<file path="src/rtl/btpt_pkg.sv">
`default_nettype none
package btpt_pkg;

    localparam int NODE_POOL = 1024;
    localparam int IDX_W     = 10;
    localparam int CNT_W     = 11;
    localparam int ADDR_BITS = 32;
    localparam int LEN_W     = 6;
    localparam int CODE_W    = 5;
    localparam int ACT_W     = 6;
    localparam int STAT_W    = 2;
    localparam int CMD_W     = 2;

    localparam logic [CMD_W-1:0] CMD_ADD    = 2'd0;
    localparam logic [CMD_W-1:0] CMD_FIND   = 2'd1;
    localparam logic [CMD_W-1:0] CMD_REMOVE = 2'd2;
    localparam logic [CMD_W-1:0] CMD_NONE   = 2'd3;

    localparam logic [STAT_W-1:0] ST_OK       = 2'd0;
    localparam logic [STAT_W-1:0] ST_NOTFOUND = 2'd1;
    localparam logic [STAT_W-1:0] ST_FULL     = 2'd2;

    typedef struct packed {
        logic [IDX_W-1:0] child0;
        logic [IDX_W-1:0] child1;
        logic [ACT_W-1:0] action;
        logic [IDX_W-1:0] parent;
    } t_node;

    typedef struct packed {
        logic             we;
        logic [IDX_W-1:0] waddr;
        t_node            wdata;
        logic             re;
        logic [IDX_W-1:0] raddr;
    } t_node_ctl;

    typedef struct packed {
        logic             clr_we;
        logic [IDX_W-1:0] clr_idx;
        logic             pop_rd;
        logic             pop;
        logic             push;
        logic [IDX_W-1:0] push_data;
    } t_free_ctl;

    typedef enum logic [8:0] {
        S_CLEAR    = 9'b000000001,
        S_IDLE     = 9'b000000010,
        S_WALK     = 9'b000000100,
        S_POP      = 9'b000001000,
        S_ALLOC    = 9'b000010000,
        S_ADD_FIN  = 9'b000100000,
        S_PRUNE    = 9'b001000000,
        S_PRUNE_UP = 9'b010000000,
        S_DONE     = 9'b100000000
    } t_state;

endpackage
`default_nettype wire

</file>
<file path="src/rtl/btpt_engine.sv">
`default_nettype none
module btpt_engine (
    input  wire                             i_clk,
    input  wire                             i_rst_n,
    input  wire                             i_valid,
    output logic                            o_ready,
    input  wire  [btpt_pkg::CMD_W-1:0]      i_cmd,
    input  wire  [btpt_pkg::ADDR_BITS-1:0]  i_address,
    input  wire  [btpt_pkg::LEN_W-1:0]      i_prefix_len,
    input  wire  [btpt_pkg::CODE_W-1:0]     i_action_code,
    output logic                            o_valid,
    input  wire                             i_out_ready,
    output logic [btpt_pkg::STAT_W-1:0]     o_status,
    output logic [btpt_pkg::CODE_W-1:0]     o_found_action,
    output logic [btpt_pkg::LEN_W-1:0]      o_match_depth,
    output logic [btpt_pkg::CNT_W-1:0]      o_node_count,
    output btpt_pkg::t_node_ctl             o_node_ctl,
    input  btpt_pkg::t_node                 i_node_rdata,
    output btpt_pkg::t_free_ctl             o_free_ctl,
    input  wire  [btpt_pkg::IDX_W-1:0]      i_free_rdata,
    input  wire  [btpt_pkg::CNT_W-1:0]      i_free_top
);

    btpt_pkg::t_state r_state, n_state;

    logic [btpt_pkg::IDX_W-1:0]     r_clr_idx;
    logic [btpt_pkg::CMD_W-1:0]     r_cmd;
    logic [btpt_pkg::ADDR_BITS-1:0] r_addr;
    logic [btpt_pkg::LEN_W-1:0]     r_len;
    logic [btpt_pkg::CODE_W-1:0]    r_code;
    logic [btpt_pkg::IDX_W-1:0]     r_cur, n_cur;
    logic [btpt_pkg::IDX_W-1:0]     r_prev, n_prev;
    btpt_pkg::t_node                r_rec, n_rec;
    logic [btpt_pkg::LEN_W-1:0]     r_d, n_d;
    logic                           r_hit, n_hit;
    logic [btpt_pkg::IDX_W-1:0]     r_best, n_best;
    btpt_pkg::t_node                r_best_rec, n_best_rec;
    logic [btpt_pkg::LEN_W-1:0]     r_best_d, n_best_d;
    logic [btpt_pkg::STAT_W-1:0]    r_res_status, n_res_status;
    logic [btpt_pkg::CODE_W-1:0]    r_res_action, n_res_action;
    logic [btpt_pkg::LEN_W-1:0]     r_res_depth, n_res_depth;
    logic                           r_ovalid;
    logic [btpt_pkg::STAT_W-1:0]    r_o_status;
    logic [btpt_pkg::CODE_W-1:0]    r_o_action;
    logic [btpt_pkg::LEN_W-1:0]     r_o_depth;
    logic [btpt_pkg::CNT_W-1:0]     r_o_count;

    logic                           w_bit;
    logic [btpt_pkg::IDX_W-1:0]     w_child;
    logic                           w_hit_now;
    logic                           w_hit_all;
    btpt_pkg::t_node                w_best_rec;
    logic [btpt_pkg::LEN_W-1:0]     w_need;
    logic [btpt_pkg::ACT_W-1:0]     w_code_act;
    logic                           w_load_out;
    logic [btpt_pkg::LEN_W-1:0]     w_len_sat;

    assign w_bit      = r_addr[5'(btpt_pkg::ADDR_BITS - 1) - r_d[4:0]];
    assign w_child    = w_bit ? i_node_rdata.child1 : i_node_rdata.child0;
    assign w_hit_now  = i_node_rdata.action != '0;
    assign w_hit_all  = r_hit | w_hit_now;
    assign w_best_rec = w_hit_now ? i_node_rdata : r_best_rec;
    assign w_need     = r_len - r_d;
    assign w_code_act = {1'b0, r_code} + 1'b1;
    assign w_len_sat  = (i_prefix_len > btpt_pkg::LEN_W'(btpt_pkg::ADDR_BITS)) ?
                        btpt_pkg::LEN_W'(btpt_pkg::ADDR_BITS) : i_prefix_len;
    assign w_load_out = (r_state == btpt_pkg::S_DONE) && (!r_ovalid || i_out_ready);
    assign o_ready    = r_state == btpt_pkg::S_IDLE;

    always_comb begin
        n_state      = r_state;
        n_cur        = r_cur;
        n_prev       = r_prev;
        n_rec        = r_rec;
        n_d          = r_d;
        n_hit        = r_hit;
        n_best       = r_best;
        n_best_rec   = r_best_rec;
        n_best_d     = r_best_d;
        n_res_status = r_res_status;
        n_res_action = r_res_action;
        n_res_depth  = r_res_depth;
        o_node_ctl   = '0;
        o_free_ctl   = '0;
        unique case (r_state)
            btpt_pkg::S_CLEAR: begin
                o_node_ctl.we      = 1'b1;
                o_node_ctl.waddr   = r_clr_idx;
                o_free_ctl.clr_we  = 1'b1;
                o_free_ctl.clr_idx = r_clr_idx;
                if (r_clr_idx == btpt_pkg::IDX_W'(btpt_pkg::NODE_POOL - 1)) begin
                    n_state = btpt_pkg::S_IDLE;
                end
            end
            btpt_pkg::S_IDLE: begin
                n_cur        = '0;
                n_d          = '0;
                n_hit        = 1'b0;
                n_best       = '0;
                n_best_d     = '0;
                n_res_status = btpt_pkg::ST_NOTFOUND;
                n_res_action = '0;
                n_res_depth  = '0;
                if (i_valid) begin
                    if (i_cmd == btpt_pkg::CMD_ADD || i_cmd == btpt_pkg::CMD_FIND ||
                        i_cmd == btpt_pkg::CMD_REMOVE) begin
                        o_node_ctl.re    = 1'b1;
                        o_node_ctl.raddr = '0;
                        n_state          = btpt_pkg::S_WALK;
                    end else begin
                        n_state = btpt_pkg::S_DONE;
                    end
                end
            end
            btpt_pkg::S_WALK: begin
                if (r_cmd == btpt_pkg::CMD_ADD) begin
                    if (r_d < r_len && w_child != '0) begin
                        o_node_ctl.re    = 1'b1;
                        o_node_ctl.raddr = w_child;
                        n_cur            = w_child;
                        n_d              = r_d + 1'b1;
                    end else if (btpt_pkg::CNT_W'(w_need) > i_free_top) begin
                        n_res_status = btpt_pkg::ST_FULL;
                        n_state      = btpt_pkg::S_DONE;
                    end else if (r_d == r_len) begin
                        o_node_ctl.we           = 1'b1;
                        o_node_ctl.waddr        = r_cur;
                        o_node_ctl.wdata        = i_node_rdata;
                        o_node_ctl.wdata.action = w_code_act;
                        n_res_status            = btpt_pkg::ST_OK;
                        n_res_depth             = r_len;
                        n_state                 = btpt_pkg::S_DONE;
                    end else begin
                        n_rec   = i_node_rdata;
                        n_state = btpt_pkg::S_POP;
                    end
                end else begin
                    n_hit = w_hit_all;
                    if (w_hit_now) begin
                        n_best     = r_cur;
                        n_best_rec = i_node_rdata;
                        n_best_d   = r_d;
                    end
                    if (!r_d[5] && w_child != '0) begin
                        o_node_ctl.re    = 1'b1;
                        o_node_ctl.raddr = w_child;
                        n_cur            = w_child;
                        n_d              = r_d + 1'b1;
                    end else begin
                        n_state = btpt_pkg::S_DONE;
                        if (r_cmd == btpt_pkg::CMD_FIND) begin
                            if (w_hit_all) begin
                                n_res_status = btpt_pkg::ST_OK;
                                n_res_action = btpt_pkg::CODE_W'(w_best_rec.action - 1'b1);
                                n_res_depth  = w_hit_now ? r_d : r_best_d;
                            end
                        end else if (w_hit_all && w_best_rec.action == w_code_act) begin
                            n_res_status = btpt_pkg::ST_OK;
                            n_res_depth  = w_hit_now ? r_d : r_best_d;
                            n_cur        = w_hit_now ? r_cur : r_best;
                            n_rec        = w_best_rec;
                            n_rec.action = '0;
                            n_state      = btpt_pkg::S_PRUNE;
                        end
                    end
                end
            end
            btpt_pkg::S_POP: begin
                o_free_ctl.pop_rd = 1'b1;
                n_state           = btpt_pkg::S_ALLOC;
            end
            btpt_pkg::S_ALLOC: begin
                o_free_ctl.pop   = 1'b1;
                o_node_ctl.we    = 1'b1;
                o_node_ctl.waddr = r_cur;
                o_node_ctl.wdata = r_rec;
                if (w_bit) begin
                    o_node_ctl.wdata.child1 = i_free_rdata;
                end else begin
                    o_node_ctl.wdata.child0 = i_free_rdata;
                end
                n_rec        = '0;
                n_rec.parent = r_cur;
                n_cur        = i_free_rdata;
                n_d          = r_d + 1'b1;
                n_state      = (r_d + 1'b1 == r_len) ? btpt_pkg::S_ADD_FIN : btpt_pkg::S_POP;
            end
            btpt_pkg::S_ADD_FIN: begin
                o_node_ctl.we           = 1'b1;
                o_node_ctl.waddr        = r_cur;
                o_node_ctl.wdata        = r_rec;
                o_node_ctl.wdata.action = w_code_act;
                n_res_status            = btpt_pkg::ST_OK;
                n_res_depth             = r_len;
                n_state                 = btpt_pkg::S_DONE;
            end
            btpt_pkg::S_PRUNE: begin
                if (r_cur != '0 && r_rec.child0 == '0 && r_rec.child1 == '0 &&
                    r_rec.action == '0) begin
                    o_node_ctl.re        = 1'b1;
                    o_node_ctl.raddr     = r_rec.parent;
                    o_free_ctl.push      = 1'b1;
                    o_free_ctl.push_data = r_cur;
                    n_prev               = r_cur;
                    n_cur                = r_rec.parent;
                    n_state              = btpt_pkg::S_PRUNE_UP;
                end else begin
                    o_node_ctl.we    = 1'b1;
                    o_node_ctl.waddr = r_cur;
                    o_node_ctl.wdata = r_rec;
                    n_state          = btpt_pkg::S_DONE;
                end
            end
            btpt_pkg::S_PRUNE_UP: begin
                n_rec = i_node_rdata;
                if (i_node_rdata.child0 == r_prev) begin
                    n_rec.child0 = '0;
                end
                if (i_node_rdata.child1 == r_prev) begin
                    n_rec.child1 = '0;
                end
                n_state = btpt_pkg::S_PRUNE;
            end
            btpt_pkg::S_DONE: begin
                if (!r_ovalid || i_out_ready) begin
                    n_state = btpt_pkg::S_IDLE;
                end
            end
            default: n_state = btpt_pkg::S_IDLE;
        endcase
    end

    always_ff @(posedge i_clk) begin
        if (!i_rst_n) begin
            r_state   <= btpt_pkg::S_CLEAR;
            r_clr_idx <= '0;
            r_ovalid  <= 1'b0;
        end else begin
            r_state <= n_state;
            if (r_state == btpt_pkg::S_CLEAR) begin
                r_clr_idx <= r_clr_idx + 1'b1;
            end
            if (w_load_out) begin
                r_ovalid <= 1'b1;
            end else if (i_out_ready) begin
                r_ovalid <= 1'b0;
            end
        end
    end

    always_ff @(posedge i_clk) begin
        if (r_state == btpt_pkg::S_IDLE && i_valid) begin
            r_cmd  <= i_cmd;
            r_addr <= i_address;
            r_len  <= w_len_sat;
            r_code <= i_action_code;
        end
        r_cur        <= n_cur;
        r_prev       <= n_prev;
        r_rec        <= n_rec;
        r_d          <= n_d;
        r_hit        <= n_hit;
        r_best       <= n_best;
        r_best_rec   <= n_best_rec;
        r_best_d     <= n_best_d;
        r_res_status <= n_res_status;
        r_res_action <= n_res_action;
        r_res_depth  <= n_res_depth;
        if (w_load_out) begin
            r_o_status <= r_res_status;
            r_o_action <= r_res_action;
            r_o_depth  <= r_res_depth;
            r_o_count  <= btpt_pkg::CNT_W'(btpt_pkg::NODE_POOL) - i_free_top;
        end
    end

    assign o_valid        = r_ovalid;
    assign o_status       = r_o_status;
    assign o_found_action = r_o_action;
    assign o_match_depth  = r_o_depth;
    assign o_node_count   = r_o_count;

endmodule
`default_nettype wire

</file>
<file path="config.mk">
export PLATFORM = sky130hd
export DESIGN_NAME = btpt_engine
export DESIGN_NICKNAME = d
export VERILOG_FILES = /design/src/rtl/btpt_pkg.sv /design/src/rtl/btpt_engine.sv
export SDC_FILE = /design/constraint.sdc
export NUM_CORES = 1
export LEC_CHECK = 0
export BUFFER_PORTS_ARGS = -buffer_cell sky130_fd_sc_hd__buf_2
export CORE_AREA = 2 2 153 155
export DETAILED_ROUTE_END_ITERATION = 8
export DIE_AREA = 0 0 155 157
export PLACE_DENSITY = 0.76
export SYNTH_ARGS = -nofsm -noshare
export SYNTH_HDL_FRONTEND = slang
export SYNTH_SLANG_ARGS = --single-unit
</file>
<file path="constraint.sdc">
create_clock -name i_clk -period 12.5 [get_ports i_clk]
set_input_delay 0.625 -clock i_clk [delete_from_list [all_inputs] [get_ports i_clk]]
set_output_delay 0.625 -clock i_clk [all_outputs]
set_load 0.005 [all_outputs]
</file>
Word level (Yosys, flattened, before mapping):

Cells that the tools add are included.

* add/subtract/negate cells: 7
* $lt $le $gt $ge: 4
* eq/ne operators: 40
* mux-type cells: 93
* bitwise logic cells: 2
* reductions and logical operators: 38

Operators by type and width (number)
* $mux 36: 8
* $mux 47: 5
* $pmux 36 s4: 1
* $mux 10: 13
* $mux 9: 12
* $pmux 36 s3: 1
* $mux 11: 9
* $mux 6: 14
* $pmux 9 s9: 1
* $pmux 11 s4: 1
* $pmux 10 s4: 1
* $pmux 6 s3: 2
* $pmux 11 s3: 1
* $ne 3x3->1 const B: 9
* $eq 10x10->1: 2
* $logic_not 10->1: 2
* $mux 5: 4
* $ne 4x4->1 const B: 5
* $pmux 10 s2: 1
* $reduce_bool 10->1: 2
* $eq 6x6->1: 3
* $mux 2: 8
* $reduce_and 5->1: 3
* $ne 2x2->1 const B: 7
* other kinds (46): 69

* bits in registers: 217
* bits of input ports: 106
* output and inout bits: 108
* word-level logic and storage cells: 212

Longest topological paths before layout:

* depth in word-level cells: 9
* mapped depth: 17
* depth with buffers taken out: 15

Least setup slack after synthesis:

No wires, ideal clock.

* path kind: flip-flop to flip-flop
* start point: register r_d[1] (netlist bit)
* end point: register r_rec[0] (netlist bit) (enable)
* setup time: 0.441 ns
* arrival time: 4.287 ns
* data required time: 12.059 ns
* slack: 7.772 ns
* cell stages (with the launch flop): 16
* buffers on the path: 2
* period minus slack after synthesis: 4.728 ns
* cells stage by stage: edfxtp_1 -> buf_4 -> buf_6 -> inv_1 -> ha_1 -> a21o_1 -> a21oi_1 -> o21bai_1 -> a21oi_1 -> xnor2_1 -> ha_1 -> o21ai_0 -> nor4_1 -> nand3_1 -> o21ai_0 -> a21oi_1

* word-level cells in the longest chain between the ends: 8
* elaborated cells on any way between the ends: 16
* those cells by class: add/sub (2); order compare (2); eq/ne (5); mux (3); reduce/logical (4)

RTL lines
* start, declared: line btpt_engine.sv:34 `logic [btpt_pkg::LEN_W-1:0] r_d, n_d;`
* start signal, assigned: line btpt_engine.sv:261 `r_d <= n_d;`
* $sub 5x5->5: line btpt_engine.sv:58 `assign w_bit = r_addr[5'(btpt_pkg::ADDR_BITS - 1) - r_d[4:0]];`
* $bmux 1 s5: line btpt_engine.sv:58
* $mux 1 (not written as such): line btpt_engine.sv:58
* $mux 10: line btpt_engine.sv:59 `assign w_child = w_bit ? i_node_rdata.child1 : i_node_rdata.child0;`
* $reduce_bool 10->1: line btpt_engine.sv:117, btpt_engine.sv:144
* $logic_and 1x1->1, on equally long branches: line btpt_engine.sv:117, btpt_engine.sv:144
* $ne 3x3->1 (no line)
* $reduce_and 7->1 (no line) *
* end signal, assigned: line btpt_engine.sv:260 `r_rec <= n_rec;`
* end, declared: line btpt_engine.sv:33 `btpt_pkg::t_node r_rec, n_rec;`

Mark *: on every way between the ends. The rest lies on a longest branch, timed or not. The select of a mux whose other input is x is not followed.
A chain may end at the register's enable or synchronous reset.

==> reports/metrics.yaml <==
outcome:
  status: "complete, no violations"
critical_path:
  start_kind: "flip-flop"
  crit_start: "r_d[1]"
  cp.arrival_ns: 5.11
  worstReg2RegStart: "r_d[1]"
  cp.required_ns: 11.88
  critPathMaxFanout: 34
  endpoint_kind: "output pin"
  path_class: "reg2out"
synthesis:
  synthXorXnorAreaFrac_pct: 4.908
  synthAdderAreaFrac_pct: 2.070
  synthTopCellsByArea: "edfxtp_1 (53%), nand2_1 (5.8%), dfxtp_1 (3.6%), xnor2_1 (3.2%), mux2i_1 (2.5%)"
  ys_seq_area_share_pct: 56.18
  syn_avg_cell_area_um2: 11.16
  mappedNetlistNets: 1131
  synth_top_family_by_area: "simple AND/OR/NAND/NOR gates"
  ys_seq_elements: 217
  yosysUniqueCellTypes: 64
  synth_cells: 1007
  synth.most_common_cell: "edfxtp_1"
  synth_compound_area_share_pct: 12.88
  synth_area_um2: 11240
  synthMuxAreaShare_pct: 2.493
  ys.flop_type: "edfxtp_1"
  async_flop_share_pct: 0
  synth-edff-count: 197
  synth_top_cell_area_share_pct: 52.62
  synth_area_leader_cell: "edfxtp_1"
  synth-simple-area-share_pct: 17.79
  netlist_top_cells_count: "edfxtp_1 (197), nand2_1 (173), nor2_1 (46), nand3_1 (45), inv_1 (42)"
  yosysWarnings: 0
power_and_ir_drop:
  p_int_mw: 1.250
  cellPowerDensity_nw_per_um2: 120.7
  pwr-share-seq_pct: 50.2
  power_leakage_nw: 5.549
  p_comb_share_pct: 7.5
  total_power_mw: 1.603
  irDropWorstVdd_mv: 0.1105
  swShare_pct: 21.97
  switching_power_mw: 0.3521
  p_clk_share_pct: 42.3
die:
  rows: 55
  die_area_um2: 24340
  core_area_um2: 22500
  die_w_um: 155
  start_util_pct: 49.96
  die_h_um: 157
  io_pins: 214
route:
  drc: 0
  via_per_inst: 5.998
  drt_first_iter_violations: 875
  dr_total_vias: 9045
  detail-route-antenna-nets: 0
  wl_per_cell_um: 21.01
  dr.pass1.iters: 6
  drt_wl_total_um: 31680
cts:
  cts_tree: "done"
  path_clk_slew_ns: 0.06
  cts_root_buf: "clkbuf_16"
  cts_hold_buf: 0
  clock_sinks: 217
  cts_buffer_depth: 3
  h-tree-depth: 1
  cts_made_buffers: 22
  cts_resized: 0
  postCtsSetupBuffers: 0
  insertion_delay_ns: 0.51
timing:
  rsz0062_at_grt: "no"
  fmax_ghz: 0.1744
  finalSetupTns_ns: 0
  worst_slew_pin_slew_ns: 1.020
  setup_viol: 0
  finalHoldViolations: 0
  period_share_pct: 45.88
  clock_skew_ns: 0.009130
  slew_headroom_pct: 32.00
  min_period_ns: 5.735
  maxSlewViolCount: 0
global_route:
  grt_pass1_vias: 8766
  grt_first_pass_wirelength_um: 49300
  grt_usage_pct: 25.85
  antenna_found_initial: 3
  grt_max_degree: 47
  grt_overflow: 0
flow_run:
  cap_violations: 0
placed_design:
  port_buffers: 213
  dp_hpwl_um: 22380
  place_congestion: 0.9298
layout:
  syn2layout_area_growth_pct: 18.05
  fill_cells: 1828
  nets: 1331
  drive_gt1_share_pct: 23.49
  finish.utilization_pct: 58.98
worst_hold_path:
  hold_path_class: "in2reg"
  hold_path.startpoint: "i_address[28]"
==> state kept, by name, summed over array words and instances (netlist names), 2 cells and up <==
register,flops
o_found_action,5
o_match_depth,6
o_node_count,11
o_status,2
r_addr,32
r_best,10
r_best_d,6
r_best_rec,36
r_clr_idx,10
r_cmd,2
r_code,5
r_cur,10
r_d,6
r_len,6
r_prev,10
r_rec,36
r_res_action,5
r_res_depth,6
r_res_status,2
r_state,9
==> metrics by stage <==
stage	instances	hold WS [ns]	setup WS, ns	cell area (um2)
after floorplan	1007	0.4003	7.772	11240
after global placement	1468	0.4026	7.609	12520
after detailed placement	1468	0.4045	7.359	12520
after CTS	1507	0.2723	6.800	13270
after global routing	1508	0.2761	6.489	13270
final	1508	0.2837	6.765	13270
==> routing by layer <==
metal / share of wire, % / global-route usage [%]
met5: 0.076 / 0
met4: 2.9 / 8.730
met3: 11 / 5.176
met2: 47 / 41.31
met1: 39 / 35.49
==> worst paths after layout <==
path | to | depth (start not counted) | slack (ns)
worst min register to register | o_match_depth[2] | 0 | 0.42
worst max-delay path | o_node_ctl[50] | 16 | 6.76
worst min-delay path | r_addr[28] | 1 | 0.28
worst max register to register | r_rec[28] | 14 | 8.10
==> kinds of logic after synthesis <==
| family | after synthesis |
|---|---|
| buffers and inverters | 91 |
| muxes | 28 |
| adders and majority gates | 18 |
| AOI/OAI and AO/OA | 195 |
| and+or+nand+nor | 395 |
| xor gates and xnor gates | 63 |
| DFF | 217 |
==> cell type report <==
type | count | area [um2] | share of cell area, %
Inverter | 43 | 162.7 | 1.226
Clock inverter | 7 | 57.56 | 0.4337
Timing Repair Buffer | 224 | 1149 | 8.655
Sequential cell | 217 | 6316 | 47.59
Antenna cell | 1 | 2.502 | 0.01886
Multi-Input combinational cell | 699 | 4536 | 34.18
Clock buffer | 32 | 691.9 | 5.214
Tap cell | 285 | 356.6 | 2.687
==> placed cells by master, fill, tap and decap left out, drive strengths merged, types with 5 or more instances in the layout <==
cell type / count
ha: 17
nand3: 45
xnor2: 41
nor3: 10
and2: 34
clkinv: 7
a32o: 20
a21o: 17
nor4: 19
dfxtp: 20
o21ai: 35
edfxtp: 197
o311ai: 7
buf: 224
nand4: 10
nand2: 175
a22oi: 25
a211oi: 7
nor2: 46
or2: 5
nand4b: 7
a222oi: 17
a22o: 12
a31oi: 10
xor2: 22
clkbuf: 32
and3: 14
nor2b: 11
inv: 42
a21oi: 30
mux2i: 28
==> worst max-delay path, cell delays in order (launching register included) <==
cell and delay [ns]:
edfxtp_1 0.97, inv_1 0.24, ha_1 0.35, a21o_1 0.19, a21oi_1 0.24, o21bai_1 0.09
a21oi_1 0.18, xnor2_1 0.10, ha_1 0.32, o21ai_0 0.09, nor4_1 0.31, nand3_1 0.29
nor3b_4 0.23, buf_4 0.27, or2_1 0.37, a21o_1 0.22, buf_2 0.12
==> power by group through the flow <==
stage | clock network, mW | registers [mW] | logic [mW]
final | 0.678 | 0.805 | 0.120
after global routing | 0.713 | 0.805 | 0.132
after CTS | 0.686 | 0.805 | 0.119
after detailed placement | 0 | 0.820 | 0.118
after global placement | 0 | 0.820 | 0.114
after floorplan | 0 | 0.817 | 0.0670
Note: power is estimated with default switching activity, not from simulation.
